**config.mk**
```make
export PLATFORM = sky130hd
export DESIGN_NAME = answered_request_dedup_table_top
export DESIGN_NICKNAME = d
export VERILOG_FILES = /design/src/rtl/ardt_pkg.sv /design/src/rtl/ardt_key_mem.sv /design/src/rtl/ardt_life_mem.sv /design/src/rtl/answered_request_dedup_table_top.sv
export SDC_FILE = /design/constraint.sdc
export NUM_CORES = 1
export LEC_CHECK = 0
export BUFFER_PORTS_ARGS = -buffer_cell sky130_fd_sc_hd__buf_2
export CAP_MARGIN = 25
export CORE_MARGIN = 3
export CORE_UTILIZATION = 45
export CTS_CLUSTER_DIAMETER = 50
export DETAILED_ROUTE_END_ITERATION = 10
export PLACE_DENSITY = 0.64
export RECOVER_POWER = 100
export SYNTH_ARGS = -nofsm -noshare
export SYNTH_HDL_FRONTEND = slang
export SYNTH_HIERARCHICAL = 1
export SYNTH_SLANG_ARGS = --single-unit
```
**constraint.sdc**
```tcl
create_clock -name clk -period 14.45 [get_ports clk]
set_clock_uncertainty 0.1 [all_clocks]
set_input_delay 3.6125 -clock clk [delete_from_list [all_inputs] [get_ports clk]]
set_output_delay 3.6125 -clock clk [all_outputs]
set_load 0.02 [all_outputs]
```
**src/rtl/ardt_pkg.sv**
```systemverilog
// Shared types and codes for the answered-request deduplication table.
`timescale 1ns / 1ps
`default_nettype none

package ardt_pkg;

    localparam int ADDR_HALF_W = 64;
    localparam int PORT_W      = 16;
    localparam int MSG_ID_W    = 16;
    localparam int LIFE_W      = 16;
    localparam int OP_W        = 2;
    localparam int OUTCOME_W   = 2;
    localparam int SLOT_W      = 6;
    localparam int KEY_W       = 2 * ADDR_HALF_W + PORT_W + MSG_ID_W;

    localparam logic [LIFE_W-1:0] HOLD_RESET = 16'd6000;

    // Item operations
    localparam logic [OP_W-1:0] OP_TICK     = 2'd0;
    localparam logic [OP_W-1:0] OP_CHECK    = 2'd1;
    localparam logic [OP_W-1:0] OP_RECORD   = 2'd2;
    localparam logic [OP_W-1:0] OP_RESERVED = 2'd3;

    // Result outcomes
    localparam logic [OUTCOME_W-1:0] OUT_NOT_SEEN = 2'd0;
    localparam logic [OUTCOME_W-1:0] OUT_ANSWERED = 2'd1;
    localparam logic [OUTCOME_W-1:0] OUT_RECORDED = 2'd2;
    localparam logic [OUTCOME_W-1:0] OUT_FULL     = 2'd3;

    typedef struct packed {
        logic [ADDR_HALF_W-1:0] addr_high;
        logic [ADDR_HALF_W-1:0] addr_low;
        logic [PORT_W-1:0]      src_port;
        logic [MSG_ID_W-1:0]    msg_id;
    } key_t;

endpackage

`default_nettype wire

```
**src/rtl/ardt_key_mem.sv**
```systemverilog
// Key store: one synchronous memory holding address, port and message id per slot.
`timescale 1ns / 1ps
`default_nettype none

module ardt_key_mem
    import ardt_pkg::*;
#(
    parameter int ENTRIES = 8,
    parameter int AW      = 3
)
(
    input  wire logic          clk,
    input  wire logic          we,
    input  wire logic [AW-1:0] waddr,
    input  wire key_t          wkey,
    input  wire logic          re,
    input  wire logic [AW-1:0] raddr,
    output key_t               rkey
);

    key_t mem [0:ENTRIES-1];
    key_t rkey_reg;

    always_ff @(posedge clk)
    begin
        if (we)
        begin
            mem[waddr] <= wkey;
        end
        if (re)
        begin
            rkey_reg <= mem[raddr];
        end
    end

    assign rkey = rkey_reg;

endmodule

`default_nettype wire

```
**src/rtl/ardt_life_mem.sv**
```systemverilog
// Lifetime store: synchronous memory plus per-slot written flags that read unwritten slots as zero.
`timescale 1ns / 1ps
`default_nettype none

module ardt_life_mem
    import ardt_pkg::*;
#(
    parameter int ENTRIES = 8,
    parameter int AW      = 3
)
(
    input  wire logic              clk,
    input  wire logic              rst_n,
    input  wire logic              we,
    input  wire logic [AW-1:0]     waddr,
    input  wire logic [LIFE_W-1:0] wlife,
    input  wire logic              re,
    input  wire logic [AW-1:0]     raddr,
    output logic      [LIFE_W-1:0] rlife
);

    logic [LIFE_W-1:0]  mem [0:ENTRIES-1];
    logic [ENTRIES-1:0] written_reg;
    logic               rwritten_reg;
    logic [LIFE_W-1:0]  rdata_reg;

    // Written flags: reset clears them so every slot starts expired
    always_ff @(posedge clk or negedge rst_n)
    begin
        if (!rst_n)
        begin
            written_reg  <= '0;
            rwritten_reg <= 1'b0;
        end
        else
        begin
            if (we)
            begin
                written_reg[waddr] <= 1'b1;
            end
            if (re)
            begin
                rwritten_reg <= written_reg[raddr];
            end
        end
    end

    always_ff @(posedge clk)
    begin
        if (we)
        begin
            mem[waddr] <= wlife;
        end
        if (re)
        begin
            rdata_reg <= mem[raddr];
        end
    end

    assign rlife = rwritten_reg ? rdata_reg : '0;

endmodule

`default_nettype wire

```
**src/rtl/answered_request_dedup_table_top.sv**
```systemverilog
// Top level of the answered-request deduplication table: stream ports and scan sequencer.
`timescale 1ns / 1ps
`default_nettype none

// Deduplication table for answered requests. Each slot holds a request key
// (128-bit source address, 16-bit source port, 16-bit message id) and a
// remaining lifetime; a slot is live while its lifetime is nonzero. Input
// beats carry the operation in s_axis_tuser: tick counts every live lifetime
// down by one and returns nothing, check reports the lowest live slot whose
// key matches (or not seen), record writes the key into the lowest expired
// slot with lifetime hold_ticks (or reports table full), and the unused code
// is dropped. Keys and lifetimes live in two synchronous memories read one
// slot per cycle; a check or record stops early on a hit or free slot. One
// item is worked at a time; a finished result waits in the output register
// and the next item is accepted meanwhile. Lifetimes reset to zero at once
// through per-slot flags, so no clearing pass follows reset. hold_ticks is
// written through hold_ticks_we / hold_ticks_wdata while idle; the user
// must keep to this, as the block itself does not enforce it.
module answered_request_dedup_table_top
    import ardt_pkg::*;
#(
    parameter int ENTRIES = 8
)
(
    input  wire logic         clk,
    input  wire logic         rst_n,

    input  wire logic         hold_ticks_we,
    input  wire logic [15:0]  hold_ticks_wdata,

    input  wire logic         s_axis_tvalid,
    output logic              s_axis_tready,
    // [63:0] addr_high, [127:64] addr_low, [143:128] src_port, [159:144] msg_id
    input  wire logic [159:0] s_axis_tdata,
    // [1:0] op
    input  wire logic [1:0]   s_axis_tuser,

    output logic              m_axis_tvalid,
    input  wire logic         m_axis_tready,
    // [1:0] outcome, [7:2] slot
    output logic [7:0]        m_axis_tdata
);

    localparam int AW    = (ENTRIES > 1) ? $clog2(ENTRIES) : 1;
    localparam int CNT_W = $clog2(ENTRIES + 1);

    localparam logic [1:0] ST_IDLE = 2'd0;
    localparam logic [1:0] ST_SCAN = 2'd1;
    localparam logic [1:0] ST_DONE = 2'd2;

    logic [1:0]           state_reg, state_next;
    logic [CNT_W-1:0]     rd_cnt_reg, rd_cnt_next;
    logic                 ev_valid_reg, ev_valid_next;
    logic [AW-1:0]        ev_idx_reg;
    logic [LIFE_W-1:0]    hold_reg;
    logic [OP_W-1:0]      op_reg;
    key_t                 key_reg;
    logic [OUTCOME_W-1:0] res_outcome_reg, res_outcome_next;
    logic [SLOT_W-1:0]    res_slot_reg, res_slot_next;
    logic                 m_valid_reg, m_valid_next;
    logic [7:0]           m_data_reg, m_data_next;

    logic              in_accept;
    logic              rd_en;
    logic [AW-1:0]     rd_addr;
    key_t              ev_key;
    logic [LIFE_W-1:0] ev_life;
    logic              ev_live;
    logic              ev_match;
    logic              ev_last;
    logic              key_we;
    logic              life_we;
    logic [LIFE_W-1:0] life_wdata;
    key_t              in_key;

    assign s_axis_tready = (state_reg == ST_IDLE);
    assign in_accept     = s_axis_tvalid && s_axis_tready;

    assign in_key.addr_high = s_axis_tdata[63:0];
    assign in_key.addr_low  = s_axis_tdata[127:64];
    assign in_key.src_port  = s_axis_tdata[143:128];
    assign in_key.msg_id    = s_axis_tdata[159:144];

    // Issue one slot read per scan cycle until every slot has been read
    assign rd_en   = (state_reg == ST_SCAN) && (rd_cnt_reg < CNT_W'(ENTRIES));
    assign rd_addr = rd_cnt_reg[AW-1:0];

    // Evaluate the slot whose data returned this cycle
    assign ev_live  = (ev_life != '0);
    assign ev_match = ev_live && (ev_key == key_reg);
    assign ev_last  = (ev_idx_reg == AW'(ENTRIES - 1));

    // Writes go to the slot under evaluation while the read port has moved on
    // to the next slot, so a read and a write never meet on one slot. A
    // record ends the scan on its write, so the next item reads after it.
    ardt_key_mem #(
        .ENTRIES (ENTRIES),
        .AW      (AW)
    ) u_key_mem (
        .clk   (clk),
        .we    (key_we),
        .waddr (ev_idx_reg),
        .wkey  (key_reg),
        .re    (rd_en),
        .raddr (rd_addr),
        .rkey  (ev_key)
    );

    ardt_life_mem #(
        .ENTRIES (ENTRIES),
        .AW      (AW)
    ) u_life_mem (
        .clk   (clk),
        .rst_n (rst_n),
        .we    (life_we),
        .waddr (ev_idx_reg),
        .wlife (life_wdata),
        .re    (rd_en),
        .raddr (rd_addr),
        .rlife (ev_life)
    );

    always_comb
    begin
        state_next       = state_reg;
        rd_cnt_next      = rd_cnt_reg;
        ev_valid_next    = ev_valid_reg;
        res_outcome_next = res_outcome_reg;
        res_slot_next    = res_slot_reg;
        key_we           = 1'b0;
        life_we          = 1'b0;
        life_wdata       = ev_life - LIFE_W'(1);
        // Drop the output beat once taken
        m_valid_next     = m_valid_reg && !m_axis_tready;
        m_data_next      = m_data_reg;

        case (state_reg)
            ST_IDLE:
            begin
                // The unused operation is dropped without a scan
                if (in_accept && (s_axis_tuser != OP_RESERVED))
                begin
                    state_next    = ST_SCAN;
                    rd_cnt_next   = '0;
                    ev_valid_next = 1'b0;
                end
            end

            ST_SCAN:
            begin
                ev_valid_next = rd_en;
                if (rd_en)
                begin
                    rd_cnt_next = rd_cnt_reg + CNT_W'(1);
                end
                if (ev_valid_reg)
                begin
                    case (op_reg)
                        OP_TICK:
                        begin
                            life_we = ev_live;
                            if (ev_last)
                            begin
                                state_next    = ST_IDLE;
                                ev_valid_next = 1'b0;
                            end
                        end
                        OP_CHECK:
                        begin
                            if (ev_match)
                            begin
                                res_outcome_next = OUT_ANSWERED;
                                res_slot_next    = SLOT_W'(ev_idx_reg);
                                state_next       = ST_DONE;
                                ev_valid_next    = 1'b0;
                            end
                            else if (ev_last)
                            begin
                                res_outcome_next = OUT_NOT_SEEN;
                                res_slot_next    = '0;
                                state_next       = ST_DONE;
                                ev_valid_next    = 1'b0;
                            end
                        end
                        OP_RECORD:
                        begin
                            if (!ev_live)
                            begin
                                key_we           = 1'b1;
                                life_we          = 1'b1;
                                life_wdata       = hold_reg;
                                res_outcome_next = OUT_RECORDED;
                                res_slot_next    = SLOT_W'(ev_idx_reg);
                                state_next       = ST_DONE;
                                ev_valid_next    = 1'b0;
                            end
                            else if (ev_last)
                            begin
                                res_outcome_next = OUT_FULL;
                                res_slot_next    = '0;
                                state_next       = ST_DONE;
                                ev_valid_next    = 1'b0;
                            end
                        end
                        default:
                        begin
                            state_next    = ST_IDLE;
                            ev_valid_next = 1'b0;
                        end
                    endcase
                end
            end

            ST_DONE:
            begin
                // Hold the result until the output register is free
                if (!m_valid_reg || m_axis_tready)
                begin
                    m_valid_next = 1'b1;
                    m_data_next  = {res_slot_reg, res_outcome_reg};
                    state_next   = ST_IDLE;
                end
            end

            default:
            begin
                state_next    = ST_IDLE;
                ev_valid_next = 1'b0;
            end
        endcase
    end

    always_ff @(posedge clk or negedge rst_n)
    begin
        if (!rst_n)
        begin
            state_reg    <= ST_IDLE;
            rd_cnt_reg   <= '0;
            ev_valid_reg <= 1'b0;
            m_valid_reg  <= 1'b0;
            hold_reg     <= HOLD_RESET;
        end
        else
        begin
            state_reg    <= state_next;
            rd_cnt_reg   <= rd_cnt_next;
            ev_valid_reg <= ev_valid_next;
            m_valid_reg  <= m_valid_next;
            if (hold_ticks_we)
            begin
                hold_reg <= hold_ticks_wdata;
            end
        end
    end

    // Payload registers
    always_ff @(posedge clk)
    begin
        if (in_accept)
        begin
            op_reg  <= s_axis_tuser;
            key_reg <= in_key;
        end
        ev_idx_reg      <= rd_addr;
        res_outcome_reg <= res_outcome_next;
        res_slot_reg    <= res_slot_next;
        m_data_reg      <= m_data_next;
    end

    assign m_axis_tvalid = m_valid_reg;
    assign m_axis_tdata  = m_data_reg;

endmodule

`default_nettype wire

```
==> results.txt <==
The run finished, with violations left. The checks that failed: max-capacitance violations, max-slew violations. In this run, CTS created clock tree buffers numbering 181. For this run, the top clock speed supported by timing is 0.112 GHz. The total nets after synthesis was 3076. The power density over cell area is 187 nW/um^2, and the vias after detailed routing is 29875. The switching part of the total came out at 0.264. The longest clock path from root to sink contains 3 buffers.

The adder-cell share of the synthesized area is 0.00127, and the setup slack on the worst flop-to-flop path is 5.56 ns. Max-cap violations in this run came to 30. The internal power of the cells totals 10.7 mW. Dividing the detail-routed wire length by the instance count gives 26.9 um.

For the area of all sequential standard cells, the log shows 53800 um^2. The endpoint identified for the worst register-to-register timing path is u_key_mem/mem[6][126]. TritonCTS built the clock tree. The run gives 144000 um as the overall routed net length. For the part of the total power dissipated in combinational logic, the log shows 0.200. The post-synthesis compound-gate area fraction works out to 0.00344.

STA puts the critical path data arrival time at 9.20 ns. The tools report the source of the worst hold timing path as res_outcome_reg[1]. For the total track usage, the log shows 0.184.

The register with the most flip-flops in the layout has 1280 of them. The worst setup path is launched from a register. The power share of the clock group came out at 0.312. The run gives 0 as the number of gates resized after CTS.

Leaving out fill and tap cells, the most frequent cell in the layout is sky130_fd_sc_hd__edfxtp_1. Kind of path behind the tightest hold check: reg2reg. Insertion delay to the later sink of the worst-skew pair: 0.81 ns. The share of cell area taken by muxes after synthesis is 0.163, and the worst reg-to-reg path cell count is 10. The tools report the launch point of the worst reg-to-reg path as u_life_mem/rwritten_reg. The tools report the sort of element at the end of the critical path as a register. Core outline area: 151000 um^2. The power share of the sequential group came out at 0.487. Summed over all layers, the global routing overflow is 0. The post-synthesis cell count came out at 2886. The dominant combinational cell family by area after synthesis was multiplexers. Synthesized-area fraction occupied by and/or/nand/nor cells: 0.0151. The fill cell total of the finished layout is 11714.

For the multi-input combinational cell area, the log shows 14100 um^2. In the synthesized netlist the dominant register cell turns out to be sky130_fd_sc_hd__edfxtp_1. Clock-pin slew was measured on the worst setup and hold paths at 0.05 ns. For the number of setup buffers added after CTS, the log shows 0. Summed over all nets, the switching power comes to 3.83 mW. The number of ports placed on the die boundary is 193, and the number of buffer cells added on primary ports is 192. In the final timing run, aggregate negative setup slack is 0 ns. The DRC violation count after routing was 0; the floorplan die height was 397 um. The first-pass iteration count of the detailed router was 5. The logs give 14.76 ns for the endpoint required time on the critical path and 158000 um^2 for the area of the die.

The die is 397 um wide. The classification of the worst setup path was reg2reg. For the total of warnings raised by yosys, the log shows 6. The clock net in this run drives a total of 1798 sinks.

The floorplan has 142 rows. The tools report the remaining max-slew budget at the tightest pin as -1.96. IR analysis of the VDD net gives a maximum drop of 0.000159 V. Once detailed placement completed, the half-perimeter wirelength came to 77000 um.

The layout overhead on the synthesized area is 12.6%, and the maximum number of pins on one net before global-route repair is 119. In the layout the commonest cells are sky130_fd_sc_hd__edfxtp_1, sky130_fd_sc_hd__mux4_1, sky130_fd_sc_hd__clkbuf_16. The worst path needs 8.89 ns of the cycle, external delays included. Along the worst hold path, the cell count comes to 0. A synthesized cell averages 23.8 um^2.

The share of cells above drive strength 1 was 0.192; the worst-path maximum fanout was 47. For hold timing, the worst endpoint is m_axis_tdata[1]. Setup repair after global routing left no endpoint under its margin.

The post-synthesis xor/xnor area fraction works out to 0.0217. The logs give 0.456 for the starting density of the core and 209000 um for the global-route wire length before repair. The logs give 0.782 for the sequential share of the synthesized area and 0 for the count of endpoints failing hold in the final timing report. The via count of the first global-routing pass came out at 30157.

For the pin with the worst max-slew slack, the measured transition is 4.44 ns. The register bit total from synthesis is 1798, and the deepest level of the CTS H-tree is 4. The tools report the final-report max-slew violation count as 1442. The master cell of the clock root buffer was sky130_fd_sc_hd__clkbuf_16. After the first detailed-routing iteration, the DRC count stood at 2245. The net count of the finished layout is 3391. The fraction of synthesis flops using an asynchronous set or reset pin was 0.0184.

The weighted congestion at the end of routability-driven global placement was 0.749. The design draws 14.5 mW. Once detail routing completed, the nets flagged for antenna violations numbered 0. The number of antenna violations at the first check in global routing was 18; the final period utilization was 0.615. The tools report the final design utilization as 0.513. The mapped cell area came out at 68800 um^2. Setup violations remaining at the end of the flow were counted as 0.

Counting distinct cell types in the post-synthesis netlist gives 48. In this run the static leakage power is 24.6 nW. The ratio of routed vias to standard cells is 5.57. For this design, the CTS-stage hold fixing added 0 buffers. The count of flip-flops with a built-in enable after synthesis came out at 1762.
power groups by stage:
stage | logic [mW] | registers, mW | clock network (mW)
final | 2.90 | 7.07 | 4.53
after global routing | 3.12 | 7.14 | 4.86
after CTS | 2.88 | 7.06 | 4.64
after detailed placement | 2.87 | 7.16 | 0
after global placement | 2.83 | 7.14 | 0
after floorplan | 2.23 | 7.02 | 0
metal layers:
layer / vias to the layer above / track usage / part of all wire
li1: 12923 / - / -
met2: 872 / 0.290 / 0.48
met5: - / 0 / 0.00024
met4: 6 / 0.0475 / 0.021
met1: 15871 / 0.266 / 0.44
met3: 203 / 0.0339 / 0.054
cell type report:
| type | count | area share |
|---|---|---|
| inverters | 15 | 0.000743 |
| multi-input cells | 965 | 0.181 |
| clock inverters | 105 | 0.0130 |
| well taps | 2016 | 0.0326 |
| flip-flops and latches | 1798 | 0.695 |
| clock buffers | 226 | 0.0622 |
| repair buffers | 240 | 0.0153 |
| diodes | 1 | 0.0000323 |
kinds of logic (layout without fill, tap and decap cells):
logic type	count (synthesis)	count (layout)
fa+ha+maj	7	7
mux	553	553
compound gates	39	39
simple gates	196	196
other cells	0	1
buf+inv	123	586
flops	1798	1798
xor+xnor	170	170
stage by stage:
stage          hold slack, ns  area [um^2]  setup slack, ns  std cells
5_1_grt                 0.324        77500             5.16       5365
6_report                0.319        77500             5.56       5366
3_5_place_dp            0.309        72000             8.84       5032
4_1_cts                 0.322        77800             8.78       5363
3_3_place_gp            0.313        72000             8.89       5032
2_1_floorplan           0.300        68800            0.542       2886
worst max-delay path: stages, from the launching register on:
cell	delay, ns
sky130_fd_sc_hd__dfrtp_1	0.50
sky130_fd_sc_hd__and2_0	0.23
sky130_fd_sc_hd__or4_1	0.57
sky130_fd_sc_hd__or2_0	0.34
sky130_fd_sc_hd__nor4_1	0.45
sky130_fd_sc_hd__nand2_1	0.10
sky130_fd_sc_hd__nor2_1	0.30
sky130_fd_sc_hd__nand2_1	0.18
sky130_fd_sc_hd__nor2_1	1.87
sky130_fd_sc_hd__clkbuf_1	2.79
sky130_fd_sc_hd__buf_4	0.98
worst max-delay path by stage:
stage	start	to	slack, ns	cells past startpoint
5_1_grt	u_life_mem/rwritten_reg	u_key_mem/mem[6][157]	5.16	10
4_1_cts	u_life_mem/rwritten_reg	u_key_mem/mem[6][157]	8.78	10
2_1_floorplan	u_life_mem/rwritten_reg	u_key_mem/mem[4][0]	0.54	10
3_3_place_gp	u_life_mem/rwritten_reg	u_key_mem/mem[6][11]	8.89	10
6_report	u_life_mem/rwritten_reg	u_key_mem/mem[6][126]	5.56	10
3_5_place_dp	s_axis_tvalid	key_reg[48]	8.84	3
cell usage after synthesis, drive strengths merged, types with 2 or more instances:
master	instances	area (um^2)
xor2	18	158
nand2b	10	62.6
or4	3	33.8
o22ai	2	12.5
clkbuf	51	191
buf	57	671
dfrtp	26	651
nor3b	3	22.5
nor3	10	50.1
or2	10	62.6
mux2i	8	80.1
nand2	27	104
o21ai	9	56.3
nand3	5	25.0
or3	2	12.5
nor4	17	106
a21boi	2	15.0
xnor2	152	1330
dfxtp	3	60.1
edfxtp	1762	52900
a21oi	18	90.1
mux2	192	2160
inv	15	56.3
ha	7	87.6
dfstp	7	184
and2	17	106
mux4	353	8950
a22oi	2	15.0
nand4	39	244
nor2b	2	12.5
nor2	49	184
o21a	2	15.0
Power figures use the tool's default switching activity.
